## src/sv/issc_pkg.sv

```systemverilog
package issc_pkg;

  localparam logic [1:0] OP_FRAME = 2'd0;
  localparam logic [1:0] OP_TICK  = 2'd1;
  localparam logic [1:0] OP_FORCE = 2'd2;

  localparam logic [4:0] ADDR_RUN  = 5'h07;
  localparam logic [4:0] ADDR_PROG = 5'h0B;
  localparam logic [7:0] BASE_MASK = 8'hFE;

  localparam logic [1:0] ST_POWER   = 2'd0;
  localparam logic [1:0] ST_STARTED = 2'd1;
  localparam logic [1:0] ST_STOPPED = 2'd2;

  localparam logic [1:0] LM_OFF  = 2'd0;
  localparam logic [1:0] LM_ON   = 2'd1;
  localparam logic [1:0] LM_SLOW = 2'd2;
  localparam logic [1:0] LM_PROG = 2'd3;

  localparam logic [1:0] REG_SLOW_TICKS  = 2'd0;
  localparam logic [1:0] REG_PROG_TICKS  = 2'd1;
  localparam logic [1:0] REG_PROG_CYCLES = 2'd2;
  localparam logic [1:0] REG_LED_ENABLE  = 2'd3;

  localparam logic [15:0] SLOW_TICKS_RST  = 16'd1000;
  localparam logic [15:0] PROG_TICKS_RST  = 16'd200;
  localparam logic [3:0]  PROG_CYCLES_RST = 4'd2;

  typedef struct packed {
    logic [1:0] operation;
    logic [4:0] frame_address;
    logic [7:0] frame_command;
    logic [1:0] forced_state;
    logic [7:0] forced_arena;
  } in_item_t;

  typedef struct packed {
    logic [1:0] run_state;
    logic [7:0] arena_code;
    logic       led_on;
    logic       changed;
    logic       restart_request;
  } out_item_t;

  typedef struct packed {
    logic [15:0] slow_blink_ticks;
    logic [15:0] program_blink_ticks;
    logic [3:0]  prog_blink_pairs;
    logic        led_enable;
  } cfg_t;

endpackage

```

## src/sv/issc_apb_regs.sv

```systemverilog
module issc_apb_regs (
  input  logic                clk,
  input  logic                rst_n,
  input  logic                psel,
  input  logic                penable,
  input  logic                pwrite,
  input  logic [3:0]          paddr,
  input  logic [31:0]         pwdata,
  output logic [31:0]         prdata,
  output issc_pkg::cfg_t      cfg
);

  issc_pkg::cfg_t cfg_r;
  logic           wr_en;
  logic [1:0]     reg_idx;

  assign reg_idx = paddr[3:2];
  assign wr_en   = psel && penable && pwrite;
  assign cfg     = cfg_r;

  always_ff @(posedge clk) begin
    if (!rst_n) begin
      cfg_r.slow_blink_ticks     <= issc_pkg::SLOW_TICKS_RST;
      cfg_r.program_blink_ticks  <= issc_pkg::PROG_TICKS_RST;
      cfg_r.prog_blink_pairs     <= issc_pkg::PROG_CYCLES_RST;
      cfg_r.led_enable           <= 1'b1;
    end else if (wr_en) begin
      case (reg_idx)
        issc_pkg::REG_SLOW_TICKS:  cfg_r.slow_blink_ticks     <= pwdata[15:0];
        issc_pkg::REG_PROG_TICKS:  cfg_r.program_blink_ticks  <= pwdata[15:0];
        issc_pkg::REG_PROG_CYCLES: cfg_r.prog_blink_pairs     <= pwdata[3:0];
        issc_pkg::REG_LED_ENABLE:  cfg_r.led_enable           <= pwdata[0];
        default: ;
      endcase
    end
  end

  always_comb begin
    case (reg_idx)
      issc_pkg::REG_SLOW_TICKS:  prdata = {16'd0, cfg_r.slow_blink_ticks};
      issc_pkg::REG_PROG_TICKS:  prdata = {16'd0, cfg_r.program_blink_ticks};
      issc_pkg::REG_PROG_CYCLES: prdata = {28'd0, cfg_r.prog_blink_pairs};
      issc_pkg::REG_LED_ENABLE:  prdata = {31'd0, cfg_r.led_enable};
      default:                   prdata = 32'd0;
    endcase
  end

endmodule

```

## src/sv/issc_state_unit.sv

```systemverilog
module issc_state_unit #(
  parameter int TIMER_WIDTH = 16
) (
  input  logic                clk,
  input  logic                rst_n,
  input  logic                fire,
  input  issc_pkg::in_item_t  item,
  input  issc_pkg::cfg_t      cfg,
  output issc_pkg::out_item_t result
);

  localparam int CW = (TIMER_WIDTH > 16) ? TIMER_WIDTH : 16;

  logic [1:0]             mode_r,   mode_nxt;
  logic [7:0]             arena_r,  arena_nxt;
  logic [1:0]             lmode_r,  lmode_nxt;
  logic                   level_r,  level_nxt;
  logic [TIMER_WIDTH-1:0] ticks_r,  ticks_nxt;
  logic [4:0]             toggles_r, toggles_nxt;

  logic [TIMER_WIDTH-1:0] ticks_inc;
  logic [7:0]             base;
  logic                   follow;
  logic                   changed;
  logic                   restart;

  assign base      = item.frame_command & issc_pkg::BASE_MASK;
  assign ticks_inc = (&ticks_r) ? ticks_r : ticks_r + 1'b1;

  always_comb begin
    mode_nxt    = mode_r;
    arena_nxt   = arena_r;
    lmode_nxt   = lmode_r;
    level_nxt   = level_r;
    ticks_nxt   = ticks_r;
    toggles_nxt = toggles_r;
    follow      = 1'b0;
    changed     = 1'b0;
    restart     = 1'b0;

    case (item.operation)
      issc_pkg::OP_TICK: begin
        if (cfg.led_enable) begin
          ticks_nxt = ticks_inc;
          case (lmode_r)
            issc_pkg::LM_OFF: level_nxt = 1'b0;
            issc_pkg::LM_ON:  level_nxt = 1'b1;
            issc_pkg::LM_SLOW: begin
              if (CW'(ticks_inc) >= CW'(cfg.slow_blink_ticks)) begin
                level_nxt = ~level_r;
                ticks_nxt = '0;
              end
            end
            default: begin
              if ((CW'(ticks_inc) >= CW'(cfg.program_blink_ticks)) &&
                  (toggles_r != 5'd0)) begin
                level_nxt   = ~level_r;
                toggles_nxt = toggles_r - 5'd1;
                ticks_nxt   = '0;
                follow      = (toggles_r == 5'd1);
              end
            end
          endcase
        end
      end
      issc_pkg::OP_FORCE: begin
        mode_nxt  = (item.forced_state == 2'd3) ? issc_pkg::ST_STOPPED : item.forced_state;
        arena_nxt = item.forced_arena;
        follow    = 1'b1;
      end
      issc_pkg::OP_FRAME: begin
        if (item.frame_address == issc_pkg::ADDR_PROG) begin
          if ((mode_r != issc_pkg::ST_STOPPED) && (base != arena_r)) begin
            arena_nxt   = base;
            mode_nxt    = issc_pkg::ST_POWER;
            changed     = 1'b1;
            lmode_nxt   = issc_pkg::LM_PROG;
            toggles_nxt = {cfg.prog_blink_pairs, 1'b0};
            ticks_nxt   = '0;
            if (cfg.led_enable) begin
              level_nxt = 1'b0;
            end
          end
        end else if ((item.frame_address == issc_pkg::ADDR_RUN) && (base == arena_r)) begin
          if (item.frame_command[0]) begin
            if (mode_r == issc_pkg::ST_STOPPED) begin
              restart     = 1'b1;
              changed     = 1'b1;
              mode_nxt    = issc_pkg::ST_POWER;
              lmode_nxt   = issc_pkg::LM_OFF;
              level_nxt   = 1'b0;
              ticks_nxt   = '0;
              toggles_nxt = 5'd0;
            end else if (mode_r == issc_pkg::ST_POWER) begin
              mode_nxt = issc_pkg::ST_STARTED;
              changed  = 1'b1;
              follow   = 1'b1;
            end
          end else if (mode_r != issc_pkg::ST_STOPPED) begin
            mode_nxt = issc_pkg::ST_STOPPED;
            changed  = 1'b1;
            follow   = 1'b1;
          end
        end
      end
      default: ;
    endcase

    if (follow) begin
      toggles_nxt = 5'd0;
      case (mode_nxt)
        issc_pkg::ST_STARTED: begin
          lmode_nxt = issc_pkg::LM_ON;
          if (cfg.led_enable) begin
            level_nxt = 1'b1;
          end
        end
        issc_pkg::ST_STOPPED: begin
          lmode_nxt = issc_pkg::LM_SLOW;
          ticks_nxt = '0;
          if (cfg.led_enable) begin
            level_nxt = 1'b0;
          end
        end
        default: begin
          lmode_nxt = issc_pkg::LM_OFF;
          if (cfg.led_enable) begin
            level_nxt = 1'b0;
          end
        end
      endcase
    end
  end

  always_ff @(posedge clk) begin
    if (!rst_n) begin
      mode_r    <= issc_pkg::ST_POWER;
      arena_r   <= 8'd0;
      lmode_r   <= issc_pkg::LM_OFF;
      level_r   <= 1'b0;
      ticks_r   <= '0;
      toggles_r <= 5'd0;
    end else if (fire) begin
      mode_r    <= mode_nxt;
      arena_r   <= arena_nxt;
      lmode_r   <= lmode_nxt;
      level_r   <= level_nxt;
      ticks_r   <= ticks_nxt;
      toggles_r <= toggles_nxt;
    end
  end

  assign result.run_state       = mode_nxt;
  assign result.arena_code      = arena_nxt;
  assign result.led_on          = cfg.led_enable & level_nxt;
  assign result.changed         = changed;
  assign result.restart_request = restart;

endmodule

```

## src/sv/ir_start_stop_controller_top.sv

```systemverilog
// Path: an accepted transaction waits in the input register; its result is registered
// into the output register once that is empty or being read, and shown on out_data.
// Throughput: one transaction per cycle; while a result waits, the input register takes
// one more transaction and then the input stalls until the result is taken.
// Reset: rst_n is synchronous and active low; it empties both registers and restores
// the controller state and the configuration registers to their defaults.
module ir_start_stop_controller_top #(
  parameter int TIMER_WIDTH = 16
) (
  input  logic                clk,
  input  logic                rst_n,
  input  logic                in_valid,
  output logic                in_ready,
  input  issc_pkg::in_item_t  in_data,
  output logic                out_valid,
  input  logic                out_ready,
  output issc_pkg::out_item_t out_data,
  input  logic                cfg_psel,
  input  logic                cfg_penable,
  input  logic                cfg_pwrite,
  input  logic [3:0]          cfg_paddr,
  input  logic [31:0]         cfg_pwdata,
  output logic [31:0]         cfg_prdata,
  output logic                cfg_pready
);

  issc_pkg::cfg_t      cfg;
  issc_pkg::in_item_t  item_r;
  issc_pkg::out_item_t result;
  issc_pkg::out_item_t out_r;
  logic                item_valid_r;
  logic                out_valid_r;
  logic                advance;

  assign cfg_pready = 1'b1;
  assign advance    = item_valid_r && (!out_valid_r || out_ready);
  assign in_ready   = !item_valid_r || advance;
  assign out_valid  = out_valid_r;
  assign out_data   = out_r;

  issc_apb_regs u_regs (
    .clk     (clk),
    .rst_n   (rst_n),
    .psel    (cfg_psel),
    .penable (cfg_penable),
    .pwrite  (cfg_pwrite),
    .paddr   (cfg_paddr),
    .pwdata  (cfg_pwdata),
    .prdata  (cfg_prdata),
    .cfg     (cfg)
  );

  issc_state_unit #(
    .TIMER_WIDTH (TIMER_WIDTH)
  ) u_state (
    .clk    (clk),
    .rst_n  (rst_n),
    .fire   (advance),
    .item   (item_r),
    .cfg    (cfg),
    .result (result)
  );

  always_ff @(posedge clk) begin
    if (!rst_n) begin
      item_valid_r <= 1'b0;
      out_valid_r  <= 1'b0;
    end else begin
      if (in_valid && in_ready) begin
        item_valid_r <= 1'b1;
      end else if (advance) begin
        item_valid_r <= 1'b0;
      end
      if (advance) begin
        out_valid_r <= 1'b1;
      end else if (out_ready) begin
        out_valid_r <= 1'b0;
      end
    end
  end

  always_ff @(posedge clk) begin
    if (in_valid && in_ready) begin
      item_r <= in_data;
    end
    if (advance) begin
      out_r <= result;
    end
  end

endmodule

```

## config.mk

```make
export PLATFORM = sky130hd
export DESIGN_NAME = ir_start_stop_controller_top
export DESIGN_NICKNAME = d
export VERILOG_FILES = /design/src/sv/issc_pkg.sv /design/src/sv/issc_apb_regs.sv /design/src/sv/issc_state_unit.sv /design/src/sv/ir_start_stop_controller_top.sv
export SDC_FILE = /design/constraint.sdc
export NUM_CORES = 1
export LEC_CHECK = 0
export BUFFER_PORTS_ARGS = -buffer_cell sky130_fd_sc_hd__buf_2
export CORE_ASPECT_RATIO = 1.1
export CORE_MARGIN = 2
export CORE_UTILIZATION = 50
export DETAILED_ROUTE_END_ITERATION = 8
export PLACE_DENSITY = 0.79
export SLEW_MARGIN = 10
export SYNTH_ARGS = -nofsm -noshare
export SYNTH_HDL_FRONTEND = slang
export SYNTH_SLANG_ARGS = --single-unit
```

## constraint.sdc

```tcl
create_clock -name clk -period 11.7 [get_ports clk]
set_clock_uncertainty 0.15 [all_clocks]
set_input_delay 0 -clock clk [delete_from_list [all_inputs] [get_ports clk]]
set_output_delay 0 -clock clk [all_outputs]
set_load 0.02 [all_outputs]
```

=== After elaboration in Yosys (flattened, before gate mapping) ===
Cells that the tools add are included.

* Flip-flop bits (word level): 111
* Bits of input ports: 68
* Output and inout bits: 48
* Logic and storage cells: 168

* Add/sub/neg operators: 2
* Magnitude comparators: 2
* Equality and inequality tests: 25
* Multiplexer cells: 79
* Bitwise operators: 5
* Reduce and logical (&&, ||, !) cells: 33

{| class="wikitable"
|+ Operators by type and width
! kind !! count
|-
| $mux 16 || 11
|-
| $pmux 32 s4 || 1
|-
| $pmux 16 s2 || 2
|-
| $mux 5 || 9
|-
| $ge 16x16->1 || 2
|-
| $mux 1 || 32
|-
| $mux 2 || 15
|-
| $add 16x1->16 const B || 1
|-
| $mux 8 || 2
|-
| $pmux 8 s2 || 1
|-
| $reduce_and 16->1 || 1
|-
| $eq 2x2->1 const B || 7
|-
| $reduce_bool 3->1 || 4
|-
| $pmux 5 s2 || 1
|-
| $ne 3x2->1 const B || 3
|-
| $reduce_and 9->1 || 1
|-
| $eq 2x1->1 const B || 4
|-
| $eq 8x8->1 || 1
|-
| $logic_not 2->1 || 4
|-
| $ne 4x1->1 const B || 2
|-
| $ne 8x8->1 || 1
|-
| $pmux 2 s2 || 2
|-
| $reduce_and 2->1 || 4
|-
| $logic_and 1x1->1 || 7
|-
| other kinds (20) || 28
|}

=== Depth between registers and ports, before layout ===
Gate-level depths: netlist of the first run.

* Word-level depth: 12
* Mapped depth: 18
* Depth with buffers taken out: 17

=== By module ===
From an unflattened synthesis of the first run, not the netlist that was laid out.

* Cells, all modules: 666
* Area total of the unflattened synthesis: 6442.4 um^2

{| class="wikitable"
|+ By module, submodules not included
! module !! instances !! cells each !! area an instance (um^2) !! seq. area each (um^2)
|-
| issc_state_unit || 1 || 410 || 3305.7 || 680.7
|-
| issc_apb_regs || 1 || 207 || 1880.6 || 740.7
|-
| ir_start_stop_controller_top || 1 || 49 || 1256.2 || 1181.1
|}

=== Least setup slack after synthesis of the first run ===
Ideal clock, no wire load.

* Kind: flip-flop to flip-flop
* Start point: register u_state.ticks_r[0]
* End point: register u_state.toggles_r[1]
* Data arrival time: 3729 ps
* Required time: 11434 ps
* Slack: 7705 ps
* Cell stages (with the launch flop): 17
* Period minus slack after synthesis: 3995 ps
* Cell sequence: dfxtp_1 ha_1 nand2_1 nor3_2 nand4_1 nand2b_1 nor3_1 or2_2 ha_1 nand2_1 or3_1 o221ai_1 a211o_1 nand3_1 a221oi_4 o311ai_1 o211a_1

* Word-level cells in the longest chain between the ends: 10
* Elaborated cells on any way between the ends: 19

{| class="wikitable"
|+ Ends and longest elaborated chain
! item !! line !! source
|-
| from (decl) || issc_state_unit.sv:18 || <nowiki>logic [TIMER_WIDTH-1:0] ticks_r, ticks_nxt;</nowiki>
|-
| from (signal assigned) || issc_state_unit.sv:148 || <nowiki>ticks_r <= ticks_nxt;</nowiki>
|-
| $add 16x1->16 or $reduce_and 16->1 (tied branches) || issc_state_unit.sv:28 || <nowiki>assign ticks_inc = (&ticks_r) ? ticks_r : ticks_r + 1'b1;</nowiki>
|-
| $mux 16 * || issc_state_unit.sv:28 ||
|-
| $ge 16x16->1 * || issc_state_unit.sv:55 || <nowiki>if ((CW'(ticks_inc) >= CW'(cfg.program_blink_ticks)) &&</nowiki>
|-
| $logic_and 1x1->1 * || issc_state_unit.sv:55 ||
|-
| $mux 1 || issc_state_unit.sv:55 ||
|-
| $mux 1 || issc_state_unit.sv:45 || <nowiki>case (lmode_r)</nowiki>
|-
| $mux 1 || issc_state_unit.sv:43 || <nowiki>if (cfg.led_enable) begin</nowiki>
|-
| $pmux 1 s3 || issc_state_unit.sv:41 || <nowiki>case (item.operation)</nowiki>
|-
| $ne 4x3->1 (no source line), or another cell as far along || -- ||
|-
| $reduce_and 9->1 (no source line) || -- ||
|-
| to (signal assigned) || issc_state_unit.sv:149 || <nowiki>toggles_r <= toggles_nxt;</nowiki>
|-
| to (decl) || issc_state_unit.sv:19 || <nowiki>logic [4:0] toggles_r, toggles_nxt;</nowiki>
|}

Every way passes the cells marked *; elsewhere a longest branch is shown, timed or not.
A chain may end at the register's enable or synchronous reset.

=== Worst setup path in the final report of the first run ===
* Start point: register u_state.ticks_r[0]
* End point: register u_state.ticks_r[4]

* Word-level cells in the longest chain between the ends: 10
* Elaborated cells on any way between the ends: 17

{| class="wikitable"
|+ Ends and longest elaborated chain
! item !! line !! source
|-
| $add 16x1->16 or $reduce_and 16->1 (tied branches) || issc_state_unit.sv:28 ||
|-
| $mux 16 * || issc_state_unit.sv:28 ||
|-
| $ge 16x16->1 || issc_state_unit.sv:55 ||
|-
| $logic_and 1x1->1 || issc_state_unit.sv:55 ||
|-
| $mux 16 || issc_state_unit.sv:55 ||
|-
| $pmux 16 s2 || issc_state_unit.sv:45 ||
|-
| $mux 16 || issc_state_unit.sv:43 ||
|-
| $pmux 16 s2 || issc_state_unit.sv:41 ||
|-
| $mux 16 || issc_state_unit.sv:111 || <nowiki>case (mode_nxt)</nowiki>
|-
| $mux 16 * || issc_state_unit.sv:109 || <nowiki>if (follow) begin</nowiki>
|}

Marks and branches as above.

==> results of run 1 <==
final cells by class:
type | instances | area (µm²) | area share (%)
Clock buffer | 10 | 229 | 3.03
Clock inverter | 6 | 53.8 | 0.711
Inverter | 41 | 154 | 2.03
Multi-Input combinational cell | 519 | 3460 | 45.7
Sequential cell | 111 | 2600 | 34.4
Tap cell | 157 | 196 | 2.60
Timing Repair Buffer | 128 | 871 | 11.5
kinds of logic (layout without fill, tap and decap cells):
family / Yosys count / after routing / share of synthesized area, %
other: 2 / 17 / 0.117
multiplexers: 26 / 26 / 4.26
AO/OA/AOI/OAI: 163 / 163 / 19.4
XOR/XNOR: 16 / 16 / 2.18
buffers and inverters: 93 / 185 / 6.75
adder cells (fa/ha/maj): 35 / 35 / 6.80
AND/OR/NAND/NOR: 262 / 262 / 20.1
flip-flops: 111 / 111 / 40.4
worst min path at each step:
| stage | slack, ns | depth (start not counted) | endpoint | from |
|---|---|---|---|---|
| after global routing | 0.09 | 3 | u_regs.cfg[0] | rst_n |
| after global placement | 0.03 | 1 | item_r[3] | in_data[3] |
| after floorplan | -0.05 | 0 | item_r[0] | in_data[0] |
| final | 0.05 | 5 | u_regs.cfg[0] | cfg_penable |
| after detailed placement | 0.03 | 1 | item_r[16] | in_data[16] |
| after CTS | 0.03 | 5 | u_regs.cfg[0] | cfg_penable |
registers in the layout (all words and copies together) (netlist names), 2 cells and up:
name and count:
item_r 25, out_data 13, u_regs.cfg 37, u_state.arena_r 8
u_state.lmode_r 2, u_state.mode_r 2, u_state.ticks_r 16, u_state.toggles_r 5
critical path, delay by kind of cell (launching register included):
kind	cells	cell delay, ns
AO/OA/AOI/OAI	6	1.70
adder cells (fa/ha/maj)	2	0.52
flip-flops	1	0.42
AND/OR/NAND/NOR	8	2.04
power by group through the flow:
stage | logic (W) | clock network, W | registers [W]
after floorplan | 0.0000761 | 0 | 0.000433
after global placement | 0.0000994 | 0 | 0.000434
after detailed placement | 0.000102 | 0 | 0.000434
after CTS | 0.000114 | 0.000302 | 0.000426
after global routing | 0.000127 | 0.000317 | 0.000428
final | 0.000115 | 0.000298 | 0.000426
per-stage QoR:
step	setup WS [ns]	instance area, µm²	total power (W)	util, %
floorplan	7.70	6490	0.000510	-
global placement	6.89	6840	0.000534	54.4
detailed placement	6.79	6840	0.000536	54.4
CTS	6.78	7570	0.000841	60.1
global route	6.38	7570	0.000872	60.1
finish	6.75	7570	0.000839	60.1
cells in the final DEF, fill, tap and decap left out, types with 8 or more instances in the layout:
master,synthesis,routed
nor3_1,13,12
nand2_1,113,113
o21a_1,14,14
nand4_1,12,12
inv_1,40,40
edfxtp_1,38,38
mux2i_1,24,24
o21ai_0,11,11
a21oi_1,28,28
a21boi_0,24,24
o21ai_1,8,8
a32o_1,10,10
dlygate4sd3_1,0,44
buf_2,2,80
nor2b_1,13,13
dfxtp_1,73,73
o211ai_1,12,12
nor2_1,43,43
xor2_1,10,10
nand3_1,21,21
conb_1,2,17
a21boi_1,9,9
ha_1,35,35
clkbuf_16,0,9
metal layers:
metal / up-vias / wire (µm) / global-route usage, %
met2: 157 / 7760 / 42.2
met5: - / 0 / 0
li1: 2687 / - / -
met1: 2569 / 6640 / 26.8
met4: 0 / 447 / 11.0
met3: 27 / 721 / 3.73
==> impl_metrics.tcl, run 1 <==
set metrics [dict create \
    clk_pin_slew_ns 0.08 \
    ctsResizeCount 0 \
    hp-class "in2reg" \
    maxCapViolCount 0 \
    reg2reg_from "u_state.ticks_r[0]" \
    power_frac_comb_pct 13.7 \
    dieArea_um2 13800 \
    start_util_pct 51.1 \
    drive_gt1_share_pct 15.1 \
    drt_iter0_markers 363 \
    grt_max_degree 63 \
    critPathMaxFanout 13 \
    worstSetupPathType "reg2reg" \
    ys.flop_type "dfxtp_1" \
    wirelength_um 15600 \
    ff2ff_path_depth 16 \
    worstMarginPinSlew_ns 1.04 \
    htreeDepth 3 \
    diodes 0 \
    viasPerCell 5.60 \
    cp_slowest_cell "nand4_1" \
    syn_avg_cell_area_um2 9.09 \
    fp.coreArea_um2 12600 \
    pwr-share-clk_pct 35.6 \
    whs_ns 0.0452 \
    crit_required_ns 11.79 \
    yosysWarnings 0 \
    cts_tree "built" \
    cts_root_buffer "clkbuf_16" \
    antenna_found_initial 0 \
    placed_cells 912 \
    layout_min_cycle_time_ns 4.95 \
    yosysMostFrequentCell "nand2_1" \
    worstPathArrival_ns 5.04 \
    routedWlPerCell_um 16.0 \
    netlist_instances 708 \
    nets 913 \
    drt_first_pass_iters 5 \
    synth_cell_types 73 \
    yosys.area.top_type "dfxtp_1" \
    timing.rr.end "u_state.ticks_r[4]" \
    die_height_um 123 \
    ys_seq_elements 111 \
    ys_async_sr_fraction_pct 0 \
    post_cts_buffers 0 \
    outcome "complete, no violations" \
    maxSlewViolCount 0 \
    io_pins 116 \
    max_freq_mhz 202 \
    fill_cells 1069 \
    clock-sinks 111 \
    grt_usage_pct 23.2 \
    hpwl_um 10300 \
    powerDensity_nw_per_um2 111 \
    clock_latency_ns 0.37 \
    seq_power_share_pct 50.8 \
    fin_cells 972 \
    crit_path_end "u_state.ticks_r[4]" \
    hold_viol 0 \
    grt_pass1_wl_um 25500 \
    ys_top_cells_by_area "dfxtp_1 (23%), edfxtp_1 (18%), ha_1 (6.8%)" \
    path_cells "ha_1, nand2_1, nor3_2, nand4_1, nand2b_1, nor3_1, or2_2, ha_1, nand2_1, or3_1, o221ai_1, a211o_1, a21o_1, a41oi_2, a31oi_1, o22ai_1" \
    intPower_w 0.000611 \
    netlist.area_leader.share_pct 22.7 \
    grt.overflow.total 0 \
    dieWidth_um 112 \
    cp-startpoint "u_state.ticks_r[0]" \
    ir_worst_vdd_mv 0.102 \
    startpoint_type "flip-flop" \
    drcViolationCount 0 \
    p_sw_w 0.000228 \
    yosysSeqAreaShare_pct 40.4 \
    final.setup.tns_ns 0 \
    core.rowCount 43 \
    rsz0062_at_grt "false" \
    place.gp.congestion 0.852 \
    synth_edf_count 38 \
    critPathCaptureType "flip-flop" \
    slew_headroom_pct 30.8 \
    p_sw_share_pct 27.2 \
    first_global_vias 5283 \
    ctsHoldBuffers 44 \
    rrSetupSlack_ns 6.75 \
    area_delta_synth_final_pct 17.6 \
    fin_crit_sh_pct 42.3 \
    synth_common_cells "nand2_1 (113), dfxtp_1 (73), nor2_1 (43), inv_1 (40), edfxtp_1 (38)" \
    setup_viol 0 \
    drtAntennaViolNets 0 \
    port-buffer-count 80 \
    cpPeakStageDelay_ns 0.46 \
    synthesis.area_um2 6440 \
    clockBufferDepth 2 \
    p_leak_nw 3.07 \
    cts_made_buffers 9 \
    vias 5440 \
]
(Power assumes the default switching activity.)
==> run 2: changes to the inputs <==
--- a/config.mk
+++ b/config.mk
@@ -10,7 +10,7 @@
 export CORE_MARGIN = 2
 export CORE_UTILIZATION = 50
 export DETAILED_ROUTE_END_ITERATION = 8
-export PLACE_DENSITY = 0.79
+export PLACE_DENSITY = 0.82
 export SLEW_MARGIN = 10
 export SYNTH_ARGS = -nofsm -noshare
 export SYNTH_HDL_FRONTEND = slang
==> constraint.sdc (replaced) <==
create_clock -name clk -period 4.47 [get_ports clk]
set_clock_uncertainty 0.15 [all_clocks]
set_input_delay 0 -clock clk [delete_from_list [all_inputs] [get_ports clk]]
set_output_delay 0 -clock clk [all_outputs]
set_load 0.02 [all_outputs]
==> impl_metrics.tcl, run 2 (synthesis results as in run 1) <==
set metrics [dict create \
    critPathCaptureType "flip-flop" \
    clock_latency_ns 0.37 \
    final_common_cell "nand2_1" \
    first_global_vias 5484 \
    p_sw_w 0.000641 \
    routedWlPerCell_um 15.9 \
    dieWidth_um 112 \
    drt_iter0_markers 351 \
    viasPerCell 5.59 \
    grt_pass1_wl_um 26100 \
    nets 925 \
    layout_min_cycle_time_ns 4.14 \
    seq_power_share_pct 49.2 \
    die_height_um 123 \
    p_sw_share_pct 28.3 \
    hold_viol 0 \
    worst_path_dominant_cell_family "compound AO/OA/AOI/OAI gates" \
    path_cells "ha_1, nand2_1, nor3_2, nand4_1, nand2_1, xnor2_1, ha_1, a211o_1, a31oi_1, o221ai_1, a211o_1, a21o_1, buf_4, and2_1, o31ai_2, nor2b_1" \
    powerDensity_nw_per_um2 294 \
    fill_cells 1071 \
    fp.coreArea_um2 12600 \
    grt.overflow.total 0 \
    final.setup.tns_ns 0 \
    clk_pin_slew_ns 0.08 \
    intPower_w 0.00162 \
    cpPeakStageDelay_ns 0.42 \
    drtAntennaViolNets 0 \
    dieArea_um2 13800 \
    startpoint_type "flip-flop" \
    htreeDepth 3 \
    core.rowCount 43 \
    maxSlewViolCount 0 \
    largest_register_ffs 37 \
    grt_usage_pct 23.8 \
    crit_required_ns 4.45 \
    p_leak_nw 3.15 \
    drive_gt1_share_pct 16.7 \
    antenna_found_initial 0 \
    fin_crit_sh_pct 92.7 \
    power_frac_comb_pct 13.4 \
    diodes 0 \
    final_cell_mix "nand2_1 (113), buf_2 (80), dfxtp_1 (73)" \
    worstSetupPathType "reg2reg" \
    slew_headroom_pct 28.2 \
    start_util_pct 51.1 \
    drt_first_pass_iters 5 \
    wirelength_um 15600 \
    cts_made_buffers 9 \
    rsz0062_at_grt "false" \
    clockBufferDepth 2 \
    cp_slowest_cell "dfxtp_1" \
    port-buffer-count 80 \
    max_freq_mhz 241 \
    vias 5504 \
    maxCapViolCount 0 \
    final_core_util_pct 61.2 \
    place.gp.congestion 0.850 \
    hpwl_um 10400 \
    outcome "complete, no violations" \
    drcViolationCount 0 \
    grt_max_degree 63 \
    hp-class "in2reg" \
    pwr-share-clk_pct 37.4 \
    io_pins 116 \
    clock-sinks 111 \
    setup_viol 0 \
    cts_root_buffer "clkbuf_16" \
    critPathMaxFanout 10 \
    worstMarginPinSlew_ns 1.08 \
    worstPathArrival_ns 4.12 \
    ir_worst_vdd_mv 0.391 \
    cts_tree "built" \
    area_delta_synth_final_pct 19.8 \
    crit_buf_inv 1 \
]
==> run 2: routing by layer <==
layer / global-route usage (%) / wire length (µm) / share of wire, % / vias up
met1: 26.2 / 6320 / 40 / 2592
met2: 43.6 / 8070 / 52 / 169
met3: 4.95 / 742 / 4.7 / 33
met5: 0 / 0 / 0 / -
met4: 12.1 / 489 / 3.1 / 0
li1: - / - / - / 2710
==> run 2: metrics by stage <==
stage	worst slack (ns)	hold WS [ns]	instances	instance area, µm²	total power [W]
final	0.325	0.0223	984	7710	0.00226
after global placement	0.279	0.0266	921	6910	0.00140
after global routing	0.00138	0.0408	984	7710	0.00235
after floorplan	0.475	-0.0511	723	6490	0.00133
after CTS	0.150	0.0101	981	7680	0.00227
after detailed placement	0.175	0.0281	921	6910	0.00140
==> run 2: cell type report <==
type                       instances  area [µm²]  share of cell area (%)
multi-input combinational        519        3470                    45.0
timing repair buffer             140         961                    12.5
inverter                          41         154                    2.00
clock inverter                     7        98.8                    1.28
sequential                       111        2600                    33.8
clock buffer                       9         225                    2.92
tap                              157         196                    2.55
==> run 2: timing repair <==
item,4_1_cts,5_1_grt
hold endpoints to repair,64,0
hold buffers,44,0
gates resized for setup,0,2
buffers inserted,0,3
endpoints found under the setup margin,0,19
==> run 2: final timing paths <==
check | from | to | slack (ns) | depth (start not counted)
max | u_state.ticks_r[0] | out_data[2] | 0.33 | 16
min | cfg_penable | u_regs.cfg[0] | 0.02 | 5
max reg2reg | u_state.ticks_r[0] | out_data[2] | 0.33 | 16
min reg2reg | u_regs.cfg[23] | u_regs.cfg[23] | 0.33 | 2
==> run 2: worst register-to-register path, delay by kind of cell, from the launching register on <==
kind	cells	cell delay (ns)
buffers and inverters	1	0.18
AND/OR/NAND/NOR	6	0.96
flip-flops	1	0.42
AO/OA/AOI/OAI	6	1.39
XOR/XNOR	1	0.23
adder cells (fa/ha/maj)	2	0.55
==> run 2: power by group through the flow <==
| stage | Clock (W) | Combinational (W) | Sequential (W) |
|---|---|---|---|
| finish | 0.000845 | 0.000303 | 0.00111 |
| global route | 0.000895 | 0.000338 | 0.00112 |
| CTS | 0.000854 | 0.000298 | 0.00111 |
| detailed placement | 0 | 0.000267 | 0.00114 |
| global placement | 0 | 0.000263 | 0.00114 |
| floorplan | 0 | 0.000199 | 0.00113 |
